===== src/sv/assert_macros.svh =====
// concurrent assertion helpers, clocked by clk and disabled while rst_n is low
`ifndef ASSERT_MACROS_SVH
`define ASSERT_MACROS_SVH

`ifndef SYNTHESIS

`define C420_ASSERT(lbl, prop, msg) \
  lbl: assert property (@(posedge clk) disable iff (!rst_n) prop) else $error(msg);

`define C420_ASSERT_NEVER(lbl, cond, msg) \
  lbl: assert property (@(posedge clk) disable iff (!rst_n) !(cond)) else $error(msg);

`else

`define C420_ASSERT(lbl, prop, msg)

`define C420_ASSERT_NEVER(lbl, cond, msg)

`endif

`endif


===== src/sv/c420_pkg.sv =====
package c420_pkg;

  localparam int unsigned PIX_W  = 8;
  localparam int unsigned SUM_W  = 10;
  localparam int unsigned ACC_W  = 12;
  localparam int unsigned QDEPTH = 2;

  localparam logic [ACC_W-1:0] RND_EVEN = ACC_W'(8);
  localparam logic [ACC_W-1:0] RND_ODD  = ACC_W'(7);
  localparam int unsigned      OUT_SHIFT = 4;

  // one queued column: its two column sums and how the back end must treat it
  typedef struct packed {
    logic [SUM_W-1:0] sum_up;
    logic [SUM_W-1:0] sum_lo;
    logic             emit_held;
    logic             row_end;
  } c420_col_t;

  function automatic logic [SUM_W-1:0] c420_col_sum(
    input logic [PIX_W-1:0] centre,
    input logic [PIX_W-1:0] side
  );
    logic [SUM_W-1:0] s;
    s = {1'b0, centre, 1'b0} + {2'b00, centre} + {2'b00, side};
    return s;
  endfunction

  // 3:1 weight with neighbour, or 4 times itself at a row edge
  function automatic logic [PIX_W-1:0] c420_tap(
    input logic [SUM_W-1:0] here,
    input logic [SUM_W-1:0] nbr,
    input logic             edge_col,
    input logic [ACC_W-1:0] rnd
  );
    logic [ACC_W-1:0] acc;
    if (edge_col) begin
      acc = {here, 2'b00} + rnd;
    end else begin
      acc = {2'b00, here} + {1'b0, here, 1'b0} + {2'b00, nbr} + rnd;
    end
    return acc[OUT_SHIFT +: PIX_W];
  endfunction

endpackage


===== src/sv/c420_if.sv =====
interface c420_in_if;
  logic       valid;
  logic       ready;
  logic [7:0] above_pixel;
  logic [7:0] centre_pixel;
  logic [7:0] below_pixel;
  logic       row_end;

  modport source (output valid, above_pixel, centre_pixel, below_pixel, row_end,
                  input ready);
  modport sink   (input valid, above_pixel, centre_pixel, below_pixel, row_end,
                  output ready);
endinterface

interface c420_out_if;
  logic       valid;
  logic       ready;
  logic [7:0] upper_even;
  logic [7:0] upper_odd;
  logic [7:0] lower_even;
  logic [7:0] lower_odd;
  logic       row_done;

  modport source (output valid, upper_even, upper_odd, lower_even, lower_odd, row_done,
                  input ready);
  modport sink   (input valid, upper_even, upper_odd, lower_even, lower_odd, row_done,
                  output ready);
endinterface


===== src/sv/c420_front.sv =====
`include "assert_macros.svh"

module c420_front (
  input  logic                clk,
  input  logic                rst_n,
  c420_in_if.sink             in_chan,
  output logic                push_o,
  output c420_pkg::c420_col_t push_data_o,
  input  logic                q_full_i
);
  import c420_pkg::*;

  logic held_r;

  assign in_chan.ready = !q_full_i;
  assign push_o        = in_chan.valid && !q_full_i;

  always_comb begin
    push_data_o.sum_up    = c420_col_sum(in_chan.centre_pixel, in_chan.above_pixel);
    push_data_o.sum_lo    = c420_col_sum(in_chan.centre_pixel, in_chan.below_pixel);
    push_data_o.emit_held = held_r;
    push_data_o.row_end   = in_chan.row_end;
  end

  // a column stays held until its right neighbour or the row end shows up
  always_ff @(posedge clk) begin
    if (!rst_n) begin
      held_r <= 1'b0;
    end else if (push_o) begin
      held_r <= !in_chan.row_end;
    end
  end

  `C420_ASSERT(a_row_end_drops_held, (push_o && in_chan.row_end) |=> !held_r, "held after row end")

endmodule


===== src/sv/c420_colq.sv =====
`include "assert_macros.svh"

module c420_colq (
  input  logic                clk,
  input  logic                rst_n,
  input  logic                push_i,
  input  c420_pkg::c420_col_t push_data_i,
  output logic                full_o,
  input  logic                pop_i,
  output logic                head_valid_o,
  output c420_pkg::c420_col_t head_o
);
  import c420_pkg::*;

  localparam int unsigned PW = (QDEPTH > 1) ? $clog2(QDEPTH) : 1;
  localparam int unsigned CW = $clog2(QDEPTH + 1);

  c420_col_t         mem_r [QDEPTH];
  logic [PW-1:0]     wr_ptr_r;
  logic [PW-1:0]     rd_ptr_r;
  logic [CW-1:0]     count_r;

  assign full_o       = (count_r == CW'(QDEPTH));
  assign head_valid_o = (count_r != '0);
  assign head_o       = mem_r[rd_ptr_r];

  function automatic logic [PW-1:0] bump(input logic [PW-1:0] p);
    return (p == PW'(QDEPTH - 1)) ? '0 : p + PW'(1);
  endfunction

  always_ff @(posedge clk) begin
    if (!rst_n) begin
      wr_ptr_r <= '0;
      rd_ptr_r <= '0;
      count_r  <= '0;
    end else begin
      if (push_i) begin
        wr_ptr_r <= bump(wr_ptr_r);
      end
      if (pop_i) begin
        rd_ptr_r <= bump(rd_ptr_r);
      end
      case ({push_i, pop_i})
        2'b10:   count_r <= count_r + CW'(1);
        2'b01:   count_r <= count_r - CW'(1);
        default: count_r <= count_r;
      endcase
    end
  end

  always_ff @(posedge clk) begin
    if (push_i) begin
      mem_r[wr_ptr_r] <= push_data_i;
    end
  end

  `C420_ASSERT_NEVER(a_push_when_full, push_i && full_o, "push into full queue")
  `C420_ASSERT_NEVER(a_pop_when_empty, pop_i && !head_valid_o, "pop from empty queue")

endmodule


===== src/sv/c420_back.sv =====
`include "assert_macros.svh"

module c420_back (
  input  logic                clk,
  input  logic                rst_n,
  input  logic                head_valid_i,
  input  c420_pkg::c420_col_t head_i,
  output logic                pop_o,
  c420_out_if.source          out_chan
);
  import c420_pkg::*;

  typedef enum logic {PH_MAIN, PH_TAIL} phase_t;

  phase_t           phase_r;
  logic             first_r;
  logic [SUM_W-1:0] prev_up_r, prev_lo_r, cur_up_r, cur_lo_r;
  logic             out_valid_r;
  logic [PIX_W-1:0] up_even_r, up_odd_r, lo_even_r, lo_odd_r;
  logic             row_done_r;

  logic             emit_req, out_free, step, use_head, first_sel, last_sel;
  logic [SUM_W-1:0] here_up, here_lo;

  always_comb begin
    emit_req  = head_valid_i && ((phase_r == PH_TAIL) || head_i.emit_held || head_i.row_end);
    out_free  = !out_valid_r || out_chan.ready;
    step      = head_valid_i && (!emit_req || out_free);
    // column arriving with nothing held is emitted straight from the queue head
    use_head  = (phase_r == PH_MAIN) && !head_i.emit_held;
    first_sel = use_head || first_r;
    last_sel  = (phase_r == PH_TAIL) || !head_i.emit_held;
    here_up   = use_head ? head_i.sum_up : cur_up_r;
    here_lo   = use_head ? head_i.sum_lo : cur_lo_r;
    pop_o     = step && !((phase_r == PH_MAIN) && head_i.emit_held && head_i.row_end);
  end

  always_ff @(posedge clk) begin
    if (!rst_n) begin
      phase_r     <= PH_MAIN;
      first_r     <= 1'b1;
      out_valid_r <= 1'b0;
    end else begin
      if (step) begin
        unique case (phase_r)
          PH_TAIL: begin
            phase_r <= PH_MAIN;
            first_r <= 1'b1;
          end
          PH_MAIN: begin
            if (head_i.emit_held) begin
              prev_up_r <= cur_up_r;
              prev_lo_r <= cur_lo_r;
              first_r   <= 1'b0;
              phase_r   <= head_i.row_end ? PH_TAIL : PH_MAIN;
            end else begin
              first_r   <= 1'b1;
            end
            cur_up_r <= head_i.sum_up;
            cur_lo_r <= head_i.sum_lo;
          end
          default: phase_r <= PH_MAIN;
        endcase
      end
      if (step && emit_req) begin
        out_valid_r <= 1'b1;
        up_even_r   <= c420_tap(here_up, prev_up_r, first_sel, RND_EVEN);
        up_odd_r    <= c420_tap(here_up, head_i.sum_up, last_sel, RND_ODD);
        lo_even_r   <= c420_tap(here_lo, prev_lo_r, first_sel, RND_EVEN);
        lo_odd_r    <= c420_tap(here_lo, head_i.sum_lo, last_sel, RND_ODD);
        row_done_r  <= last_sel;
      end else if (out_chan.ready) begin
        out_valid_r <= 1'b0;
      end
    end
  end

  assign out_chan.valid      = out_valid_r;
  assign out_chan.upper_even = up_even_r;
  assign out_chan.upper_odd  = up_odd_r;
  assign out_chan.lower_even = lo_even_r;
  assign out_chan.lower_odd  = lo_odd_r;
  assign out_chan.row_done   = row_done_r;

  `C420_ASSERT(a_tail_needs_row_end, (phase_r == PH_TAIL) |-> (head_valid_i && head_i.row_end), "tail without row end")
  `C420_ASSERT(a_tail_restarts_row, (phase_r == PH_TAIL && step) |=> (first_r && phase_r == PH_MAIN), "row not restarted")

endmodule


===== src/sv/chroma_420_bilinear_upsampler.sv =====
// 4:2:0 chroma upsampler, triangle (3:1) filter in both directions. Each input
// transaction is one source column (above, centre and below samples); each output
// transaction carries the two upper-row and two lower-row pixels of one source column.
// A column's result leaves once the next column arrives, so output lags by one
// column; the row_end column flushes both the held column and itself. Between row
// ends the sustained rate is one column per clock while the output is not stalled. A
// row_end column that follows a held column passes through PH_MAIN and then PH_TAIL
// in the back end, since both of its results leave through the one output register;
// a one-column row needs only PH_MAIN. The two-entry column queue between the front
// and the back end absorbs output stalls and the PH_TAIL step when the input has
// gaps; in an unbroken stream the queue fills and the input is held off at each such
// row end.
module chroma_420_bilinear_upsampler (
  input  logic       clk,
  input  logic       rst_n,
  c420_in_if.sink    in_chan,
  c420_out_if.source out_chan
);
  import c420_pkg::*;

  logic      push, q_full, pop, head_valid;
  c420_col_t push_data, head;

  c420_front u_front (
    .clk         (clk),
    .rst_n       (rst_n),
    .in_chan     (in_chan),
    .push_o      (push),
    .push_data_o (push_data),
    .q_full_i    (q_full)
  );

  c420_colq u_colq (
    .clk          (clk),
    .rst_n        (rst_n),
    .push_i       (push),
    .push_data_i  (push_data),
    .full_o       (q_full),
    .pop_i        (pop),
    .head_valid_o (head_valid),
    .head_o       (head)
  );

  c420_back u_back (
    .clk          (clk),
    .rst_n        (rst_n),
    .head_valid_i (head_valid),
    .head_i       (head),
    .pop_o        (pop),
    .out_chan     (out_chan)
  );

endmodule


===== src/flat_wrapper.sv =====
// flat-port wrapper written by rule: the top's interface ports become plain ports
module chroma_420_bilinear_upsampler_flat import c420_pkg::*;
  (clk, rst_n, in_chan_valid, in_chan_above_pixel, in_chan_centre_pixel, in_chan_below_pixel, in_chan_row_end, in_chan_ready, out_chan_valid, out_chan_upper_even, out_chan_upper_odd, out_chan_lower_even, out_chan_lower_odd, out_chan_row_done, out_chan_ready);
  c420_in_if in_chan_i ();
  c420_out_if out_chan_i ();
  input  logic clk;
  input  logic rst_n;
  input wire logic [$bits(in_chan_i.valid)-1:0] in_chan_valid;
  input wire logic [$bits(in_chan_i.above_pixel)-1:0] in_chan_above_pixel;
  input wire logic [$bits(in_chan_i.centre_pixel)-1:0] in_chan_centre_pixel;
  input wire logic [$bits(in_chan_i.below_pixel)-1:0] in_chan_below_pixel;
  input wire logic [$bits(in_chan_i.row_end)-1:0] in_chan_row_end;
  output wire logic [$bits(in_chan_i.ready)-1:0] in_chan_ready;
  output wire logic [$bits(out_chan_i.valid)-1:0] out_chan_valid;
  output wire logic [$bits(out_chan_i.upper_even)-1:0] out_chan_upper_even;
  output wire logic [$bits(out_chan_i.upper_odd)-1:0] out_chan_upper_odd;
  output wire logic [$bits(out_chan_i.lower_even)-1:0] out_chan_lower_even;
  output wire logic [$bits(out_chan_i.lower_odd)-1:0] out_chan_lower_odd;
  output wire logic [$bits(out_chan_i.row_done)-1:0] out_chan_row_done;
  input wire logic [$bits(out_chan_i.ready)-1:0] out_chan_ready;
  assign in_chan_i.valid = in_chan_valid;
  assign in_chan_i.above_pixel = in_chan_above_pixel;
  assign in_chan_i.centre_pixel = in_chan_centre_pixel;
  assign in_chan_i.below_pixel = in_chan_below_pixel;
  assign in_chan_i.row_end = in_chan_row_end;
  assign in_chan_ready = in_chan_i.ready;
  assign out_chan_valid = out_chan_i.valid;
  assign out_chan_upper_even = out_chan_i.upper_even;
  assign out_chan_upper_odd = out_chan_i.upper_odd;
  assign out_chan_lower_even = out_chan_i.lower_even;
  assign out_chan_lower_odd = out_chan_i.lower_odd;
  assign out_chan_row_done = out_chan_i.row_done;
  assign out_chan_i.ready = out_chan_ready;
  chroma_420_bilinear_upsampler u_core (.clk(clk), .rst_n(rst_n), .in_chan(in_chan_i), .out_chan(out_chan_i));
endmodule

===== config.mk =====
export PLATFORM = sky130hd
export DESIGN_NAME = chroma_420_bilinear_upsampler_flat
export DESIGN_NICKNAME = d
export VERILOG_FILES = /design/src/sv/c420_pkg.sv /design/src/sv/c420_if.sv /design/src/sv/c420_front.sv /design/src/sv/c420_colq.sv /design/src/sv/c420_back.sv /design/src/sv/chroma_420_bilinear_upsampler.sv /design/src/flat_wrapper.sv
export VERILOG_INCLUDE_DIRS = /design/src /design/src/sv
export SDC_FILE = /design/constraint.sdc
export NUM_CORES = 1
export LEC_CHECK = 0
export ABC_AREA = 1
export ABC_CLOCK_PERIOD_IN_PS = 12950
export BUFFER_PORTS_ARGS = -buffer_cell sky130_fd_sc_hd__buf_2
export CAP_MARGIN = 30
export CORE_MARGIN = 2
export CORE_UTILIZATION = 40
export CTS_CLUSTER_DIAMETER = 120
export DETAILED_ROUTE_END_ITERATION = 8
export GPL_TIMING_DRIVEN = 0
export PLACE_DENSITY = 0.65
export SETUP_SLACK_MARGIN = 0.1
export SLEW_MARGIN = 5
export SYNTH_ARGS = -nofsm -noshare
export SYNTH_HDL_FRONTEND = slang
export SYNTH_HIERARCHICAL = 1
export SYNTH_SLANG_ARGS = --single-unit

===== constraint.sdc =====
create_clock -name clk -period 12.95 [get_ports clk]
set_clock_uncertainty 0.15 [all_clocks]
set_input_delay 0.6475 -clock clk [delete_from_list [all_inputs] [get_ports clk]]
set_output_delay 0.6475 -clock clk [all_outputs]
set_load 0.05 [all_outputs]

==> impl_metrics.yaml, run 1 <==
detailed_routing:
  drt_first_pass_iters: 5
  post_detailed_route_count_of_antenna_violating_nets: 0
  remaining_drc_errors: 0
  vias_per_cell: 4.98
  dr_total_vias: 7536
  finalWirelength_mm: 22.1
  initial_drc_count: 505
  routed_wire_length_per_instance_microns: 14.6
synthesis:
  synthDominantCellAreaShare_pct: 36.7
  largest_family_of_logic_cells_by_synthesized_area: "simple AND/OR/NAND/NOR gates"
  ys_seq_area_share_pct: 38.6
  yosys.area_share.adder_pct: 15.4
  synth_compound_area_share_pct: 10.7
  synth_top_cell_by_area: "sky130_fd_sc_hd__edfxtp_1"
  postSynth.topFlopCell: "sky130_fd_sc_hd__edfxtp_1"
  ys_top_cells_by_area: "sky130_fd_sc_hd__edfxtp_1 37%, sky130_fd_sc_hd__ha_1 15%, sky130_fd_sc_hd__nand2_1 9.4%"
  mappedNetlistNets: 1239
  syn_inst: 1094
  synth_simple_gate_area_share_pct: 19.7
  muxShareOfSynthArea_pct: 2.59
  synth.yosys.warnings: 6
  syn_area_sq_mm: 0.00956
  synth_area_per_cell_sq_um: 8.74
  synth_seq_cells: 126
  postSynth.asyncResetShare_pct: 0
  yosys_cell_types: 46
  share_of_the_synthesized_netlist_area_taken_by_xor_and_xnor_gates_pct: 5.41
  edff_count_synth: 117
cts:
  h-tree-depth: 4
  clock_insertion_delay_worst_skew_ps: 430
  cts.root.buffer_cell: "sky130_fd_sc_hd__clkbuf_16"
  postCtsSetupRepairBufs: 0
  clk_pin_slew_worst_paths_ps: 60
  numCtsBuffers: 17
  cts_tree: "yes"
  post_cts_resize_count: 0
  numClockSinks: 126
  cts_hold_buffers: 0
  cts_buffer_depth: 2
timing:
  slew-limit-headroom_pct: 40.2
  fin_tns_setup_ps: 0
  achievable-frequency_mhz: 187
  timing_worst_slew_pin_value_ps: 895
  period_share_pct: 41.3
  drv_slew: 0
  timing.final.crit_period_ps: 5350
  setup_violators_final: 0
  rsz0062_at_grt: "false"
  timing.final.hold_violations: 0
floorplan:
  core_area_sq_mm: 0.0235
  placementRows: 56
  floorplan.die.width_microns: 159
  chipHeight_microns: 159
  die_area_sq_mm: 0.0252
  start_util_pct: 40.7
  ios: 64
outcome:
  status: "finished, final reports clean"
placed_design:
  number_of_buffers_inserted_by_port_buffering: 63
  hpwl_mm: 17.5
  finalWeightedCongestion: 0.916
critical_path:
  crit_fanout: 10
  end_kind: "flop"
  critical_path_class: "reg2reg"
  start_kind: "flop"
  worst_ep_arrival_time_ps: 5380
  worst_ep_required_time_ps: 12980
  reg2reg_depth: 23
  regToRegSetupSlack_ps: 7600
  rr_endpoint: "u_core/u_back/out_chan.lower_odd[7]"
hold_path:
  hold_path_startpoint: "in_chan_row_end"
  worst_min_path_class: "in2reg"
  hold-path-endpoint: "u_core/u_front/held_r"
  hold_depth: 2
grt:
  grt_use_total_pct: 18.5
  number_of_global_route_vias_before_repair: 7069
  global_route.overflow_total: 0
  grt_start_max_net_pins: 29
  antenna_found_initial: 0
  grt_first_pass_wirelength_mm: 35.5
cells_and_area:
  antenna-diode-count: 0
  area_delta_synth_final_pct: 14.2
  drive_above_1_share_pct: 16.1
  fin_nets: 1325
flow_run:
  timing.max_cap.violations: 0
cells in the mapped netlist (all sizes together), types with 2 or more instances:
cell / n
fa: 3
o21a: 2
o21bai: 4
a31oi: 5
nand3b: 9
ha: 113
o221ai: 2
buf: 11
o22ai: 3
mux2: 22
edfxtp: 117
dfxtp: 9
a21oi: 69
xor2: 48
clkbuf: 3
o31ai: 3
o21ai: 72
xnor2: 11
or2: 2
nor3: 6
nand3: 64
a211oi: 5
nor2: 64
inv: 162
o211ai: 3
a221oi: 5
nand4: 10
nand2: 262
per-stage QoR:
step / utilization, % / hold WS [ps] / instances / worst slack, ps / area (sq um)
global placement: 43.8 / 275 / 1476 / 7750 / 10300
detailed placement: 44.2 / 280 / 1480 / 7710 / 10400
finish: 46.5 / 277 / 1512 / 7600 / 10900
CTS: 46.5 / 264 / 1512 / 7700 / 10900
global route: 46.5 / 291 / 1512 / 7350 / 10900
floorplan: - / 271 / 1094 / 8540 / 9560
state kept, by name, summed over array words and instances (netlist names), named ones only:
register	count
u_core/u_back/cur_lo_r	10
u_core/u_back/cur_up_r	10
u_core/u_back/first_r	1
u_core/u_back/out_chan.lower_even	8
u_core/u_back/out_chan.lower_odd	8
u_core/u_back/out_chan.row_done	1
u_core/u_back/out_chan.upper_even	8
u_core/u_back/out_chan.upper_odd	8
u_core/u_back/out_chan.valid	1
u_core/u_back/phase_r	1
u_core/u_back/prev_lo_r	10
u_core/u_back/prev_up_r	10
u_core/u_colq/count_r	2
u_core/u_colq/mem_r	44
u_core/u_colq/rd_ptr_r	1
u_core/u_colq/wr_ptr_r	1
u_core/u_front/held_r	1
cell type report:
| type | instances | area, sq um |
|---|---|---|
| fillers | 2229 | 12600 |
| multi-input cells | 792 | 5160 |
| flip-flops and latches | 126 | 3690 |
| inverters | 162 | 608 |
| clock buffers | 19 | 443 |
| well taps | 319 | 399 |
| repair buffers | 67 | 393 |
| plain buffers | 14 | 113 |
| clock inverters | 13 | 106 |
worst max path at each step:
stage | start | end
after floorplan | flop | u_core/u_back/out_chan.lower_odd[7]
after global placement | flop | u_core/u_back/out_chan.lower_odd[7]
after detailed placement | flop | u_core/u_back/out_chan.lower_odd[7]
after CTS | flop | u_core/u_back/out_chan.lower_odd[7]
after global routing | flop | u_core/u_back/out_chan.lower_odd[7]
final | flop | u_core/u_back/out_chan.lower_odd[7]
cell usage in the layout, fill, tap and decap left out, drive strengths merged, types with 6 or more instances in the layout:
master  instances
a21oi          69
buf            78
clkbuf         22
dfxtp           9
edfxtp        117
ha            113
inv           167
mux2           22
nand2         262
nand3          64
nand3b          9
nand4          10
nor2           64
nor3            6
o21ai          72
xnor2          11
xor2           48
cell families after synthesis:
| family | count (synthesis) |
|---|---|
| and+or+nand+nor | 418 |
| AOI/OAI and AO/OA | 177 |
| buffers and inverters | 176 |
| DFF | 126 |
| adders and majority gates | 116 |
| xor gates and xnor gates | 59 |
| muxes | 22 |
worst max-delay path: stages (launching register included):
cell,delay [ps]
sky130_fd_sc_hd__dfxtp_1,420
sky130_fd_sc_hd__buf_6,190
sky130_fd_sc_hd__mux2_2,410
sky130_fd_sc_hd__inv_1,130
sky130_fd_sc_hd__nand2_4,100
sky130_fd_sc_hd__nand2_1,80
sky130_fd_sc_hd__nand2_1,230
sky130_fd_sc_hd__inv_1,200
sky130_fd_sc_hd__ha_1,230
sky130_fd_sc_hd__inv_1,80
sky130_fd_sc_hd__o31ai_1,430
sky130_fd_sc_hd__nand3b_1,130
sky130_fd_sc_hd__o211ai_1,130
sky130_fd_sc_hd__xor2_1,330
sky130_fd_sc_hd__ha_1,300
sky130_fd_sc_hd__ha_1,370
sky130_fd_sc_hd__nand4_1,140
sky130_fd_sc_hd__inv_1,50
sky130_fd_sc_hd__a221oi_1,600
sky130_fd_sc_hd__nand2_1,140
sky130_fd_sc_hd__nand2_1,90
sky130_fd_sc_hd__nand2_1,50
sky130_fd_sc_hd__nand3_1,70
sky130_fd_sc_hd__nand2_1,50
layer usage:
metal  GRT usage [%]  wire length [microns]
met3            2.89                   1210
met1            25.3                  10600
met2            29.8                   9890
met4            6.39                    431
met5               0                      0
Power of run 1 is left out: the tool's default activity adds up to more than one toggle a clock period on the data nets, which glitch-free logic cannot reach.
==> run 2: changes to the inputs <==
Settings changed: ABC_CLOCK_PERIOD_IN_PS 12950 to 5500.
Clock period 12.95 ns to 5.5 ns, I/O delays scaled along.
==> impl_metrics.yaml, run 2 (synthesized netlist as in run 1, its figures left out) <==
grt:
  grt_use_total_pct: 18.5
  grt_start_max_net_pins: 29
  grt_first_pass_wirelength_mm: 35.5
  number_of_global_route_vias_before_repair: 7071
  global_route.overflow_total: 0
  antenna_found_initial: 0
cells_and_area:
  largest_reg_flops: 44
  area_delta_synth_final_pct: 14.6
  final_common_cell: "sky130_fd_sc_hd__nand2_1"
  largest_register: "u_core/u_colq/mem_r"
  commonest_cells_after_routing_fill_and_taps_aside: "239 x sky130_fd_sc_hd__nand2_1, 157 x sky130_fd_sc_hd__inv_1, 117 x sky130_fd_sc_hd__edfxtp_1, 113 x sky130_fd_sc_hd__ha_1, 69 x sky130_fd_sc_hd__a21oi_1"
  postLayoutCellArea_sq_mm: 0.0110
  fillerInstances: 2226
  layout.area.seq_sq_mm: 0.00369
  antenna-diode-count: 0
  fin_nets: 1327
  total_area_of_multi_input_combinational_cells_sq_mm: 0.00518
  drive_above_1_share_pct: 16.4
critical_path:
  timing.critical_path.mode_cell: "sky130_fd_sc_hd__nand2_1"
  worst_path_max_delay_cell: "sky130_fd_sc_hd__mux2_2"
  cpLargestDelayFamily: "simple AND/OR/NAND/NOR gates"
  worst_ep_arrival_time_ps: 5090
  start_kind: "flop"
  worst_path_largest_cell_delay_ps: 410
  critical_path_class: "reg2reg"
  end_kind: "flop"
  worst_ep_required_time_ps: 5530
  crit_fanout: 10
  worst-path-buf-inv: 4
timing:
  rsz0062_at_grt: "false"
  drv_slew: 0
  period_share_pct: 91.9
  timing.final.crit_period_ps: 5050
  fin_tns_setup_ps: 0
  setup_violators_final: 0
  timing_worst_slew_pin_value_ps: 901
  timing.final.hold_violations: 0
  slew-limit-headroom_pct: 39.8
  achievable-frequency_mhz: 198
detailed_routing:
  finalWirelength_mm: 22.1
  post_detailed_route_count_of_antenna_violating_nets: 0
  routed_wire_length_per_instance_microns: 14.6
  dr_total_vias: 7516
  initial_drc_count: 530
  vias_per_cell: 4.96
  remaining_drc_errors: 0
  drt_first_pass_iters: 5
placed_design:
  finalWeightedCongestion: 0.916
  placement.cell_area_sq_mm: 0.0104
  number_of_buffers_inserted_by_port_buffering: 63
  hpwl_mm: 17.5
cts:
  h-tree-depth: 4
  cts_buffer_depth: 2
  cts_tree: "yes"
  cts.root.buffer_cell: "sky130_fd_sc_hd__clkbuf_16"
  numClockSinks: 126
  clk_pin_slew_worst_paths_ps: 60
  clock_insertion_delay_worst_skew_ps: 430
  numCtsBuffers: 17
floorplan:
  ios: 64
  start_util_pct: 40.7
  chipHeight_microns: 159
  placementRows: 56
  core_area_sq_mm: 0.0235
  die_area_sq_mm: 0.0252
  floorplan.die.width_microns: 159
flow_run:
  timing.max_cap.violations: 0
outcome:
  status: "finished, final reports clean"
hold_path:
  worst_min_path_class: "in2reg"
-- run 2: path summary, 6_finish.rpt --
kind                                                start  slack, ps                              endpoint  depth (start not counted)
worst max-delay path                                 flop        450  u_core/u_back/out_chan.lower_even[7]                         26
worst min-delay path               in_chan_below_pixel[0]         30             u_core/u_colq/mem_r[1][2]                          2
worst max register to register                       flop        450  u_core/u_back/out_chan.lower_even[7]                         26
worst min register to register  u_core/u_back/cur_lo_r[8]        300            u_core/u_back/prev_lo_r[8]                          0
-- run 2: per-stage QoR --
stage                     util [%]  std cells  hold slack (ps)  setup WS (ps)
after floorplan                  -       1094              214           1090
after CTS                     46.6       1514             18.1            246
after detailed placement      44.2       1480              280            262
after global placement        43.8       1476              275            299
after global routing          46.7       1514             22.3            122
final                         46.7       1514             29.4            446
-- run 2: layer usage --
metal	track usage [%]	vias up	part of all wire, %
met1	25.3	3399	48
li1	-	3903	-
met2	29.8	183	45
met4	6.39	0	2.0
met5	0	-	0
met3	2.89	31	4.6
-- run 2: layout make-up --
type                       instances  share of cell area (%)
inverter                         162                    5.55
clock buffer                      19                    4.04
clock inverter                    13                   0.971
sequential                       126                    33.7
timing repair buffer              69                    3.77
tap                              319                    3.64
buffer                            14                    1.03
multi-input combinational        792                    47.3
-- run 2: repair_timing --
item	CTS	global route
setup endpoints to repair	0	7
hold buffers	2	0
setup buffers	0	0
endpoints found under the hold margin	5	0
gates resized for setup	0	4
-- run 2: worst register-to-register path: stages (launching register included) --
cell	delay (ps)
sky130_fd_sc_hd__dfxtp_2	370
sky130_fd_sc_hd__buf_6	170
sky130_fd_sc_hd__mux2_2	420
sky130_fd_sc_hd__nor2_8	200
sky130_fd_sc_hd__buf_6	190
sky130_fd_sc_hd__nand2_1	70
sky130_fd_sc_hd__nand2_1	160
sky130_fd_sc_hd__inv_1	140
sky130_fd_sc_hd__ha_1	320
sky130_fd_sc_hd__nand2_1	50
sky130_fd_sc_hd__nand2_1	160
sky130_fd_sc_hd__nand2_1	80
sky130_fd_sc_hd__nand2_1	70
sky130_fd_sc_hd__xor2_1	200
sky130_fd_sc_hd__inv_1	110
sky130_fd_sc_hd__ha_1	320
sky130_fd_sc_hd__ha_1	370
sky130_fd_sc_hd__nand2_1	90
sky130_fd_sc_hd__nor3_1	150
sky130_fd_sc_hd__nand4_1	130
sky130_fd_sc_hd__nand2_1	130
sky130_fd_sc_hd__nand3_1	180
sky130_fd_sc_hd__o21a_1	260
sky130_fd_sc_hd__nand2_1	120
sky130_fd_sc_hd__nand3_1	80
sky130_fd_sc_hd__nand3_1	80
sky130_fd_sc_hd__nand2_1	50
Power of run 2 is left out for the same reason.
